### config.mk
export PLATFORM = sky130hd
export DESIGN_NAME = etfp_front
export DESIGN_NICKNAME = d
export VERILOG_FILES = /design/src/sv/etfp_pkg.sv /design/src/sv/etfp_front.sv
export SDC_FILE = /design/constraint.sdc
export NUM_CORES = 1
export LEC_CHECK = 0
export ABC_AREA = 1
export BUFFER_PORTS_ARGS = -buffer_cell sky130_fd_sc_hd__clkbuf_2
export CAP_MARGIN = 15
export CORE_MARGIN = 8
export CORE_UTILIZATION = 35
export CTS_CLUSTER_DIAMETER = 200
export DETAILED_ROUTE_END_ITERATION = 10
export GPL_TIMING_DRIVEN = 0
export HOLD_SLACK_MARGIN = 0.05
export PLACE_DENSITY = 0.66
export SKIP_CTS_REPAIR_TIMING = 1
export SYNTH_ARGS = -nofsm -noshare
export SYNTH_HDL_FRONTEND = slang
export SYNTH_SLANG_ARGS = --single-unit
### constraint.sdc
create_clock -name clk -period 17.9 [get_ports clk]
set_input_delay 0.895 -clock clk [delete_from_list [all_inputs] [get_ports clk]]
set_output_delay 0.895 -clock clk [all_outputs]
set_load 0.01 [all_outputs]
### src/sv/etfp_pkg.sv
// Package: widths, constants, types and helpers for the escape-time pixel block.
`default_nettype none

package etfp_pkg;

    // Fixed point format of points and constants
    localparam int FRAC_BITS = 28;
    localparam int IN_W      = 32;
    // Iterate width: |re| < 12 and |im| < 16 after an update with |c| < 8
    localparam int Z_W       = IN_W + 4;
    // Multiplier operands: only formed while |re| < 2 and |im| < 2
    localparam int MUL_W     = FRAC_BITS + 2;
    localparam int P_W       = 2 * MUL_W;
    localparam int S_W       = P_W - FRAC_BITS;

    localparam int COUNT_W     = 16;
    localparam int COLOR_W     = 8;
    // Power of two, so the modulo is a mask
    localparam int COLOR_COUNT = 256;

    // Configuration port
    localparam int CFG_W     = 32;
    localparam int CFG_IDX_W = 2;
    localparam logic [CFG_IDX_W-1:0] CFG_JULIA_MODE   = 2'd0;
    localparam logic [CFG_IDX_W-1:0] CFG_STEP_LIMIT   = 2'd1;
    localparam logic [CFG_IDX_W-1:0] CFG_JULIA_C_REAL = 2'd2;
    localparam logic [CFG_IDX_W-1:0] CFG_JULIA_C_IMAG = 2'd3;
    localparam logic [COUNT_W-1:0]   STEP_LIMIT_RST   = 16'd255;

    // Queue between front and engine
    localparam int FIFO_DEPTH = 2;
    localparam int FIFO_PTR_W = 1;
    localparam int FIFO_CNT_W = 2;

    // Escape thresholds in iterate format
    localparam logic signed [Z_W-1:0] TWO  = Z_W'(2) << FRAC_BITS;
    localparam logic signed [Z_W-1:0] FOUR = Z_W'(4) << FRAC_BITS;

    // Configuration as seen by front and engine
    typedef struct packed {
        logic                     julia_mode;
        logic [COUNT_W-1:0]       step_limit;
        logic signed [IN_W-1:0]   julia_c_real;
        logic signed [IN_W-1:0]   julia_c_imag;
    } cfg_t;

    // One prepared request: start value of z and the constant c
    typedef struct packed {
        logic signed [Z_W-1:0]  zr;
        logic signed [Z_W-1:0]  zi;
        logic signed [IN_W-1:0] cr;
        logic signed [IN_W-1:0] ci;
    } item_t;

    // Queue status
    typedef struct packed {
        logic empty;
        logic full;
    } fifo_stat_t;

    // Sign-extend a point coordinate to iterate width
    function automatic logic signed [Z_W-1:0] sext_in(input logic signed [IN_W-1:0] x);
        sext_in = {{(Z_W - IN_W){x[IN_W-1]}}, x};
    endfunction

endpackage

`default_nettype wire

### src/sv/etfp_front.sv
// Front stage: takes requests and sets up start value and constant by mode.
`default_nettype none

module etfp_front (
    input  wire logic                          clk,
    input  wire logic                          rst_n,
    input  wire etfp_pkg::cfg_t                cfg,
    input  wire logic                          in_valid,
    output logic                               in_ready,
    input  wire logic signed [etfp_pkg::IN_W-1:0] point_real,
    input  wire logic signed [etfp_pkg::IN_W-1:0] point_imag,
    input  wire etfp_pkg::fifo_stat_t          stat,
    output logic                               push,
    output etfp_pkg::item_t                    push_item
);
    import etfp_pkg::*;

    logic  hold_valid_reg;
    logic  hold_valid_next;
    item_t hold_item_reg;
    item_t item_new;
    logic  accept;

    // Mandelbrot: z from zero, c is the point. Julia: z is the point, c configured.
    always_comb
    begin
        if (cfg.julia_mode)
        begin
            item_new.zr = sext_in(point_real);
            item_new.zi = sext_in(point_imag);
            item_new.cr = cfg.julia_c_real;
            item_new.ci = cfg.julia_c_imag;
        end
        else
        begin
            item_new.zr = '0;
            item_new.zi = '0;
            item_new.cr = point_real;
            item_new.ci = point_imag;
        end
    end

    // Holding stage drains into the queue whenever there is room
    assign push      = hold_valid_reg && !stat.full;
    assign in_ready  = !hold_valid_reg || !stat.full;
    assign accept    = in_valid && in_ready;
    assign push_item = hold_item_reg;

    always_comb
    begin
        hold_valid_next = hold_valid_reg;
        if (accept)
        begin
            hold_valid_next = 1'b1;
        end
        else if (push)
        begin
            hold_valid_next = 1'b0;
        end
    end

    always_ff @(posedge clk or negedge rst_n)
    begin
        if (!rst_n)
        begin
            hold_valid_reg <= 1'b0;
        end
        else
        begin
            hold_valid_reg <= hold_valid_next;
        end
    end

    always_ff @(posedge clk)
    begin
        if (accept)
        begin
            hold_item_reg <= item_new;
        end
    end

endmodule

`default_nettype wire

==> results.sh <==
export IMPL_via_per_inst=4.32
export IMPL_synth_edf_count=128
export IMPL_ys_seq_area_share_pct=72.5
export IMPL_cp_start_kind="input pin"
export IMPL_wl_microns=15100
export IMPL_start_util_pct=35.5
export IMPL_critical_path_class="in -> out"
export IMPL_drive_gt1_share_pct=42.1
export IMPL_wl_per_cell_microns=15.4
export IMPL_r2r_slack_ns=16.00
export IMPL_max_slew_margin_pct=58.2
export IMPL_final_hold_viol_count=0
export IMPL_slew_violations=0
export IMPL_ant_nets=0
export IMPL_synth_area_leaders="edfxtp_1 72%, nand2_1 18%, inv_1 4.6%, buf_6 2.5%, buf_4 1.4%"
export IMPL_endpoint_kind="output pin"
export IMPL_regArea_sq_mm=0.00387
export IMPL_syn_avg_cell_area_sq_um=11.0
export IMPL_multiInputGateArea_sq_um=988
export IMPL_min_path_type="in -> async"
export IMPL_clk_pin_slew_ns=0.06
export IMPL_fmax_ghz=0.467
export IMPL_row_count=45
export IMPL_die_height_microns=139
export IMPL_layout_nets=928
export IMPL_core_area_sq_mm=0.0150
export IMPL_overflow=0
export IMPL_synthArstFlopShare_pct=0.775
export IMPL_drv_cap=0
export IMPL_synth_cell_types=10
export IMPL_wl_met1_microns=5530
export IMPL_drtIter0Drc=204
export IMPL_ys_top_cells_by_count="258 x nand2_1, 128 x edfxtp_1, 66 x inv_1"
export IMPL_wl_met2_microns=7740
export IMPL_fp_dieW_microns=139
export IMPL_yosysTopAreaCellShare_pct=72.0
export IMPL_syn_nets=634
export IMPL_rsz0062_at_grt="false"
export IMPL_worstReg2RegEnd="push_item[129]"
export IMPL_synth_most_common_cell="nand2_1"
export IMPL_p_leak_nw=4.07
export IMPL_powerDensity_mw_per_mm2=100
export IMPL_grt_antenna_before_repair=1
export IMPL_netlist_area_sq_mm=0.00534
export IMPL_synth_warning_count=0
export IMPL_crit_start="stat[0]"
export IMPL_cts_htree_levels=4
export IMPL_fin_setup_tns_ns=0
export IMPL_crit_path_end="push"
export IMPL_critPathMaxFanout=3
export IMPL_numClockSinks=129
export IMPL_first_pass_iters=4
export IMPL_syn2layout_area_growth_pct=42.2
export IMPL_io_buffer_count=270
export IMPL_synthCells=484
export IMPL_antenna_cells=0
export IMPL_r2r_cells=4
export IMPL_cp_required_ns=17.01
export IMPL_gr_usage_all_layers_pct=15.4
export IMPL_finalCritPeriodShare_pct=12.0
export IMPL_dr_wl_met3_microns=1490
export IMPL_status="finished clean"
export IMPL_gp_congestion=0.769
export IMPL_grt_pass1_wl_microns=23100
export IMPL_dieArea_sq_mm=0.0195
export IMPL_cts_tree="done"
export IMPL_ys_flop_type="edfxtp_1"
export IMPL_period_needed_ns=2.14
export IMPL_vias=4234
export IMPL_grt_max_degree=31
export IMPL_grt_pass1_vias=4321
export IMPL_cts_root_buffer="clkbuf_16"
export IMPL_largest_reg_flops=128
export IMPL_cts_buffer_depth=2
export IMPL_insertion_delay_ns=0.40
export IMPL_ys_ff_latch=129
export IMPL_ir_worst_vdd_v=0.0000542
export IMPL_critPathArrivalTime_ns=1.25
export IMPL_pre_cts_ws_ns=15.35
export IMPL_postLayoutSetupSlackWorst_ns=15.76
export IMPL_yosysTopAreaCell="edfxtp_1"
export IMPL_io_pins=288
export IMPL_drcViolationCount=0
export IMPL_clock_skew_final_ns=0.00494
export IMPL_finalSetupViolCount=0
export IMPL_top_layer_used="met5"
export IMPL_cts_buffers_inserted=17
export IMPL_tightest_slew_ns=0.626
export IMPL_r2r_start="hold_valid_reg"
export IMPL_nFillCells=1429
export IMPL_dp_hpwl_microns=11700
## worst min-delay path by stage
| stage | start | endpoint | depth (start not counted) |
|---|---|---|---|
| after global placement | hold_valid_reg | hold_valid_reg | 2 |
| final | rst_n | hold_valid_reg | 1 |
| after CTS | rst_n | hold_valid_reg | 1 |
| after global routing | rst_n | hold_valid_reg | 1 |
| after detailed placement | hold_valid_reg | hold_valid_reg | 2 |
| after floorplan | hold_valid_reg | hold_valid_reg | 2 |
## worst max-delay path, cell delays in order
cell,delay (ns)
clkbuf_2,0.12
nor2_1,0.10
clkbuf_2,0.13
## power by group
part / leakage, nW / total [mW] / switching (mW) / internal, mW
registers: 1.25 / 0.361 / 0.00507 / 0.356
logic: 2.56 / 0.0888 / 0.0511 / 0.0377
clock network: 0.253 / 0.312 / 0.124 / 0.189
## metal layers
layer / vias to the layer above / track usage, %
li1: 2095 / -
met1: 1942 / 15.3
met2: 172 / 27.4
met3: 23 / 7.52
met4: 2 / 5.72
met5: - / 0
## placed cells by master, fill, tap and decap left out
cell | synthesis | final
a21oi_4 | 0 | 1
buf_12 | 0 | 2
buf_16 | 0 | 3
buf_2 | 6 | 6
buf_4 | 10 | 10
buf_6 | 12 | 12
bufinv_16 | 0 | 1
clkbuf_1 | 0 | 3
clkbuf_16 | 0 | 17
clkbuf_2 | 0 | 270
clkinv_1 | 0 | 1
clkinv_2 | 0 | 6
clkinvlp_4 | 0 | 4
dfrtp_1 | 1 | 1
edfxtp_1 | 128 | 128
inv_1 | 66 | 66
inv_2 | 1 | 1
nand2_1 | 258 | 258
nor2_1 | 1 | 1
## kinds of logic (layout without fill, tap and decap cells)
| kind of cell | count (synthesis) | after routing | share of synthesized area [%] |
|---|---|---|---|
| AO/OA/AOI/OAI | 1 | 1 | 0.0937 |
| buffers and inverters | 95 | 402 | 9.21 |
| flip-flops | 129 | 129 | 72.5 |
| AND/OR/NAND/NOR | 259 | 259 | 18.2 |
## cell type report
type | count | share of cell area [%]
flip-flops and latches | 129 | 51.0
repair buffers | 275 | 19.4
multi-input cells | 260 | 13.0
clock buffers | 20 | 5.75
inverters | 67 | 3.31
plain buffers | 28 | 3.17
well taps | 188 | 3.10
clock inverters | 12 | 1.24
## stage by stage
| step | hold slack (ns) | std cells | power [mW] | area [sq um] | util, % |
|---|---|---|---|---|---|
| floorplan | 0.541 | 484 | 0.411 | 5340 | - |
| global placement | 0.495 | 942 | 0.457 | 6920 | 46.1 |
| detailed placement | 0.561 | 947 | 0.458 | 7060 | 46.9 |
| CTS | 0.232 | 979 | 0.771 | 7590 | 50.5 |
| global route | 0.232 | 979 | 0.791 | 7590 | 50.5 |
| finish | 0.256 | 979 | 0.762 | 7590 | 50.5 |
(Power assumes the default switching activity.)
