--- config.mk ---
export PLATFORM = sky130hd
export DESIGN_NAME = etfp_fifo
export DESIGN_NICKNAME = d
export VERILOG_FILES = /design/src/sv/etfp_pkg.sv /design/src/sv/etfp_fifo.sv
export SDC_FILE = /design/constraint.sdc
export NUM_CORES = 1
export LEC_CHECK = 0
export BUFFER_PORTS_ARGS = -buffer_cell sky130_fd_sc_hd__buf_2
export CORE_MARGIN = 2
export CORE_UTILIZATION = 30
export CTS_CLUSTER_DIAMETER = 100
export DETAILED_ROUTE_END_ITERATION = 10
export PLACE_DENSITY = 0.57
export RECOVER_POWER = 100
export SYNTH_ARGS = -nofsm -noshare
export SYNTH_HDL_FRONTEND = slang
export SYNTH_SLANG_ARGS = --single-unit
--- constraint.sdc ---
create_clock -name clk -period 8.8 [get_ports clk]
set_input_delay 0.44 -clock clk [delete_from_list [all_inputs] [get_ports clk]]
set_output_delay 0.44 -clock clk [all_outputs]
set_load 0.01 [all_outputs]
--- src/sv/etfp_pkg.sv ---
// Package: widths, constants, types and helpers for the escape-time pixel block.
`default_nettype none

package etfp_pkg;

    // Fixed point format of points and constants
    localparam int FRAC_BITS = 28;
    localparam int IN_W      = 32;
    // Iterate width: |re| < 12 and |im| < 16 after an update with |c| < 8
    localparam int Z_W       = IN_W + 4;
    // Multiplier operands: only formed while |re| < 2 and |im| < 2
    localparam int MUL_W     = FRAC_BITS + 2;
    localparam int P_W       = 2 * MUL_W;
    localparam int S_W       = P_W - FRAC_BITS;

    localparam int COUNT_W     = 16;
    localparam int COLOR_W     = 8;
    // Power of two, so the modulo is a mask
    localparam int COLOR_COUNT = 256;

    // Configuration port
    localparam int CFG_W     = 32;
    localparam int CFG_IDX_W = 2;
    localparam logic [CFG_IDX_W-1:0] CFG_JULIA_MODE   = 2'd0;
    localparam logic [CFG_IDX_W-1:0] CFG_STEP_LIMIT   = 2'd1;
    localparam logic [CFG_IDX_W-1:0] CFG_JULIA_C_REAL = 2'd2;
    localparam logic [CFG_IDX_W-1:0] CFG_JULIA_C_IMAG = 2'd3;
    localparam logic [COUNT_W-1:0]   STEP_LIMIT_RST   = 16'd255;

    // Queue between front and engine
    localparam int FIFO_DEPTH = 2;
    localparam int FIFO_PTR_W = 1;
    localparam int FIFO_CNT_W = 2;

    // Escape thresholds in iterate format
    localparam logic signed [Z_W-1:0] TWO  = Z_W'(2) << FRAC_BITS;
    localparam logic signed [Z_W-1:0] FOUR = Z_W'(4) << FRAC_BITS;

    // Configuration as seen by front and engine
    typedef struct packed {
        logic                     julia_mode;
        logic [COUNT_W-1:0]       step_limit;
        logic signed [IN_W-1:0]   julia_c_real;
        logic signed [IN_W-1:0]   julia_c_imag;
    } cfg_t;

    // One prepared request: start value of z and the constant c
    typedef struct packed {
        logic signed [Z_W-1:0]  zr;
        logic signed [Z_W-1:0]  zi;
        logic signed [IN_W-1:0] cr;
        logic signed [IN_W-1:0] ci;
    } item_t;

    // Queue status
    typedef struct packed {
        logic empty;
        logic full;
    } fifo_stat_t;

    // Sign-extend a point coordinate to iterate width
    function automatic logic signed [Z_W-1:0] sext_in(input logic signed [IN_W-1:0] x);
        sext_in = {{(Z_W - IN_W){x[IN_W-1]}}, x};
    endfunction

endpackage

`default_nettype wire

--- src/sv/etfp_fifo.sv ---
// Short request queue between front and engine, registered read data.
`default_nettype none

module etfp_fifo (
    input  wire logic              clk,
    input  wire logic              rst_n,
    input  wire logic              wr_en,
    input  wire etfp_pkg::item_t   wr_data,
    input  wire logic              rd_en,
    output etfp_pkg::item_t        rd_data,
    output etfp_pkg::fifo_stat_t   stat
);
    import etfp_pkg::*;

    item_t                  mem_reg [FIFO_DEPTH];
    item_t                  rd_data_reg;
    logic [FIFO_PTR_W-1:0]  wr_ptr_reg;
    logic [FIFO_PTR_W-1:0]  rd_ptr_reg;
    logic [FIFO_CNT_W-1:0]  cnt_reg;
    logic [FIFO_CNT_W-1:0]  cnt_next;

    assign stat.empty = (cnt_reg == '0);
    assign stat.full  = (cnt_reg == FIFO_CNT_W'(FIFO_DEPTH));
    assign rd_data    = rd_data_reg;

    // Occupancy
    always_comb
    begin
        cnt_next = cnt_reg;
        if (wr_en && !rd_en)
        begin
            cnt_next = cnt_reg + FIFO_CNT_W'(1);
        end
        else if (rd_en && !wr_en)
        begin
            cnt_next = cnt_reg - FIFO_CNT_W'(1);
        end
    end

    always_ff @(posedge clk or negedge rst_n)
    begin
        if (!rst_n)
        begin
            wr_ptr_reg <= '0;
            rd_ptr_reg <= '0;
            cnt_reg    <= '0;
        end
        else
        begin
            cnt_reg <= cnt_next;
            if (wr_en)
            begin
                wr_ptr_reg <= wr_ptr_reg + FIFO_PTR_W'(1);
            end
            if (rd_en)
            begin
                rd_ptr_reg <= rd_ptr_reg + FIFO_PTR_W'(1);
            end
        end
    end

    // Storage write and registered read
    always_ff @(posedge clk)
    begin
        if (wr_en)
        begin
            mem_reg[wr_ptr_reg] <= wr_data;
        end
        if (rd_en)
        begin
            rd_data_reg <= mem_reg[rd_ptr_reg];
        end
    end

endmodule

`default_nettype wire

==> results of run 1 <==
## synthesized netlist by cell type
library cell  number
edfxtp_1         408
mux2_2           136
clkbuf_8          10
buf_6              5
dfrtp_1            4
xor2_1             4
nor2_1             2
nor2b_1            2
and2_1             1
ha_1               1
inv_1              1
xnor2_1            1
## layer usage
layer,GRT usage (%),vias up,share of wire [%]
li1,-,2951,-
met1,14.1,3216,42
met2,18.0,218,47
met3,4.53,58,7.9
met4,3.81,8,2.6
met5,0,-,0.17
## power by group through the flow
stage	Sequential (mW)	Clock, mW	Combinational (mW)
after floorplan	2.94	0	0.592
after global placement	2.87	0	0.931
after detailed placement	2.89	0	0.948
after CTS	2.85	1.93	0.951
after global routing	2.89	2.00	0.987
final	2.85	1.85	0.902
## layout make-up
cell class                 count  area [µm²]
antenna                        1        2.50
clock buffer                  58        1220
clock inverter                22         233
fill                        4398       29200
inverter                       1        3.75
multi-input combinational    147        1610
sequential                   412       12400
tap                          607         759
timing repair buffer         284        1150
## repair_timing
| action | in CTS | in global routing |
|---|---|---|
| hold buffers | 1 | 0 |
| hold endpoints to repair | 4 | 0 |
| resized for setup | 0 | 0 |
## critical path, cell delays in order, from the launching register on
cell      delay, ps
dfrtp_1        1930
clkbuf_1       2170
mux2_2          480
## logic make-up after synthesis
logic type,count (synthesis)
simple gates,5
mux,136
xor+xnor,5
buf+inv,16
flops,412
fa+ha+maj,1
## path summary, 6_finish.rpt
check,to,from
max,rd_data[84],rd_ptr_reg
min,mem_reg[1][40],wr_data[40]
max reg2reg,rd_data[84],rd_ptr_reg
min reg2reg,wr_ptr_reg,wr_ptr_reg
max in group asynchronous,cnt_reg[1],rst_n
min in group asynchronous,wr_ptr_reg,rst_n
## through the flow
stage,setup WS [ps],std cells
floorplan,1740,575
global placement,6410,1450
detailed placement,6380,1450
CTS,6400,1531
global route,3460,1531
finish,3890,1532
==> run metrics, run 1 <==
Avg WL per Cell 18.2 µm; yosys warns 0; share of cells above drive strength 1 26.3%; Slew HR -115%; CTS sink count 412; DP Area 0.0162 mm²; # DRC 0; largest cells by area after synthesis edfxtp_1, mux2_2, clkbuf_8; num rows 79; startpoint types flop; largest family of logic cells by synthesized area multiplexers; HP Class in2reg; Synth area leader edfxtp_1; Post-Route WL 27.9 mm; Root Driver clkbuf_16; worst-path fanout max 49; xor and xnor area share after synthesis 0.309%; Finished Core Util 37.2%; number of distinct library cells after synthesis 12; clk buf depth 3; area grow syn2layout 22.4%; # setup viols final 0; RePlAce Congestion 0.688; design area 0.0173 mm²; hold depth 1; Die Span X 221 µm; postcts setup bufs 0; Initial DRC Count 409; largest net degree at the start of global routing 137; post-layout minimum cycle time 4910 ps; status complete, but fails checks; Routed Antenna Nets 0; First-pass DRT Iterations 4; maximum VDD drop 0.162 mV; max_cap viols 5; Slew Viols, Final 239; cell leakage power 5.68 nW; pwr dens 323 mW/mm²; Total Routing Usage GR 11.3%; Initial Util 30.4%; Adder-Cell Fraction of Synth Area 0.0883%; switching pwr 1.40 mW; Port Buf Inserts 277; Synth Register Bits 412; simple-gate share of the synthesized area 0.186%; RSZ-0062 raised after global routing no; post-synthesis average cell area 24.6 µm²; Mapped Area 0.0142 mm²; Sw Ratio 24.9%; Synth top area share 86.5%; Clk pwr share 33.1%; die height 221 µm; vias in the first global route 6836; Worst Path Arrival 5200 ps; initial antenna violation count 5; via count 6451; Fin. Hold Viols 0; Worst-path clk slew 60 ps; DP Wirelength 16.5 mm; cell count after synthesis 575; commonest non-fill, non-tap cells in the layout edfxtp_1, clkbuf_1, mux2_2, clkbuf_16, buf_2; Power Total 5.60 mW; critical path type reg2reg; Final #Nets 1032; Layout Skew 18.7 ps; global route total overflow 0; Setup TNS Final 0 ps; worst skew pair latency 570 ps; P_int 4.20 mW; fin crit share 55.8%; setup slack, reg-to-reg 3890 ps; first-pass GRT wire length 41.9 mm; mux contribution to synthesized area 10.8%; Fmax achieved 0.204 GHz; Syn Nets 716; max FFs per register 272; Num CTS Buffers 45; detailed-route vias per instance 4.21; Synth Area in Compound Gates 0%; worst path required time 9100 ps; combinational share of power 16.1%; register area share after synthesis 87.2%; CTS tree built; Reg power frac 50.8%; failing checks capacitance limit, slew limit; IO Count 278; Tightest Pin Transition 3230 ps; R2R depth 2; most common cell after layout, fill and taps aside edfxtp_1; CP endpoint kind flop; die footprint 0.0490 mm²; total core area 0.0466 mm²; CTS H-tree depth 2; final hold slack 64.3 ps
(Power assumes the default switching activity.)
==> inputs of run 2 (changes only) <==
==> constraint.sdc (replaced) <==
create_clock -name clk -period 4.7 [get_ports clk]
set_input_delay 0.235 -clock clk [delete_from_list [all_inputs] [get_ports clk]]
set_output_delay 0.235 -clock clk [all_outputs]
set_load 0.01 [all_outputs]
==> run metrics, run 2 (same netlist as run 1, synthesis figures left out) <==
Total Routing Usage GR 11.6%; Worst Path Arrival 3180 ps; # setup viols final 0; area grow syn2layout 31.4%; post-layout minimum cycle time 3060 ps; CP endpoint kind flop; First-pass DRT Iterations 4; num rows 79; startpoint types primary input; max_cap viols 4; Root Driver clkbuf_16; total core area 0.0466 mm²; DP Area 0.0162 mm²; CTS sink count 412; pwr dens 554 mW/mm²; Worst R2R Start wr_ptr_reg; Die Span X 221 µm; maximum VDD drop 0.276 mV; Initial DRC Count 359; Post-Route WL 28.6 mm; initial antenna violation count 2; CTS H-tree depth 2; max FFs per register 272; Finished Core Util 40.0%; Initial Util 30.4%; detailed-route vias per instance 4.19; die footprint 0.0490 mm²; Slew HR -65.8%; design area 0.0186 mm²; most common cell after layout, fill and taps aside edfxtp_1; Layout Skew 9.56 ps; commonest non-fill, non-tap cells in the layout edfxtp_1, clkbuf_1, dlygate4sd3_1, mux2_2, clkbuf_16; IO Count 278; DP Wirelength 16.0 mm; Worst-path clk slew 60 ps; Routed Antenna Nets 0; n_diodes 0; R2R depth 2; # DRC 0; clk buf depth 3; CTS tree built; via count 6984; largest net degree at the start of global routing 131; RSZ-0062 raised after global routing no; first-pass GRT wire length 43.6 mm; status complete, but fails checks; Tightest Pin Transition 2490 ps; Setup TNS Final 0 ps; vias in the first global route 7681; share of cells above drive strength 1 22.1%; setup slack, reg-to-reg 1690 ps; Slew Viols, Final 330; HP Class in2async; critical path type in2reg; Reg-to-Reg End mem_reg[1][106]; Power Total 10.3 mW; Final #Nets 1168; Fmax achieved 0.327 GHz; worst-path fanout max 130; fin crit share 65.1%; Port Buf Inserts 277; die height 221 µm; worst path required time 4820 ps; Avg WL per Cell 17.2 µm; Fin. Hold Viols 0; final hold slack 144 ps; Num CTS Buffers 44; global route total overflow 0; RePlAce Congestion 0.698; postcts setup bufs 0; failing checks capacitance limit, slew limit; worst skew pair latency 550 ps; cell leakage power 6.18 nW
[run 2: worst max path at each step]
stage | start | end | slack, ps | cells past startpoint
global route | wr_en | mem_reg[1][12] | 1320 | 4
floorplan | wr_ptr_reg | mem_reg[0][0] | 310 | 1
global placement | rd_ptr_reg | rd_data[9] | 2710 | 2
CTS | rd_ptr_reg | rd_data[9] | 2680 | 2
finish | wr_en | mem_reg[1][106] | 1640 | 4
detailed placement | rd_ptr_reg | rd_data[82] | 2700 | 2
[run 2: per-stage QoR]
step                setup slack [ps]  instances
global route                    1320       1667
finish                          1640       1667
floorplan                        309        575
CTS                             2680       1667
detailed placement              2700       1450
global placement                2710       1450
[run 2: power by group]
part,switching [mW],internal (mW),total [mW]
Clock,1.38,1.86,3.23
Combinational,0.979,0.792,1.77
Sequential,0.248,5.06,5.31
Total,2.61,7.71,10.3
[run 2: cell type report]
cell class | instances | area, µm²
fill | 4293 | 27900
multi-input combinational | 147 | 1610
sequential | 412 | 12400
timing repair buffer | 421 | 2530
clock inverter | 30 | 210
inverter | 1 | 3.75
tap | 607 | 759
clock buffer | 49 | 1140
[run 2: timing repair]
action / in CTS / in global routing
hold buffers: 138 / 0
endpoints found under the hold margin: 277 / 0
resized for setup: 0 / 0
[run 2: routing by layer]
layer	vias to the layer above	wire, µm	GRT usage (%)
met5	-	26	0
met3	61	2020	4.06
met4	4	821	4.01
met1	3502	11600	13.7
met2	187	14200	19.7
li1	3230	-	-
[run 2: worst max-delay path, stage by stage]
cell and delay, ps:
dlygate4sd3_1 520, clkbuf_1 200, and2_0 480, clkbuf_4 1670
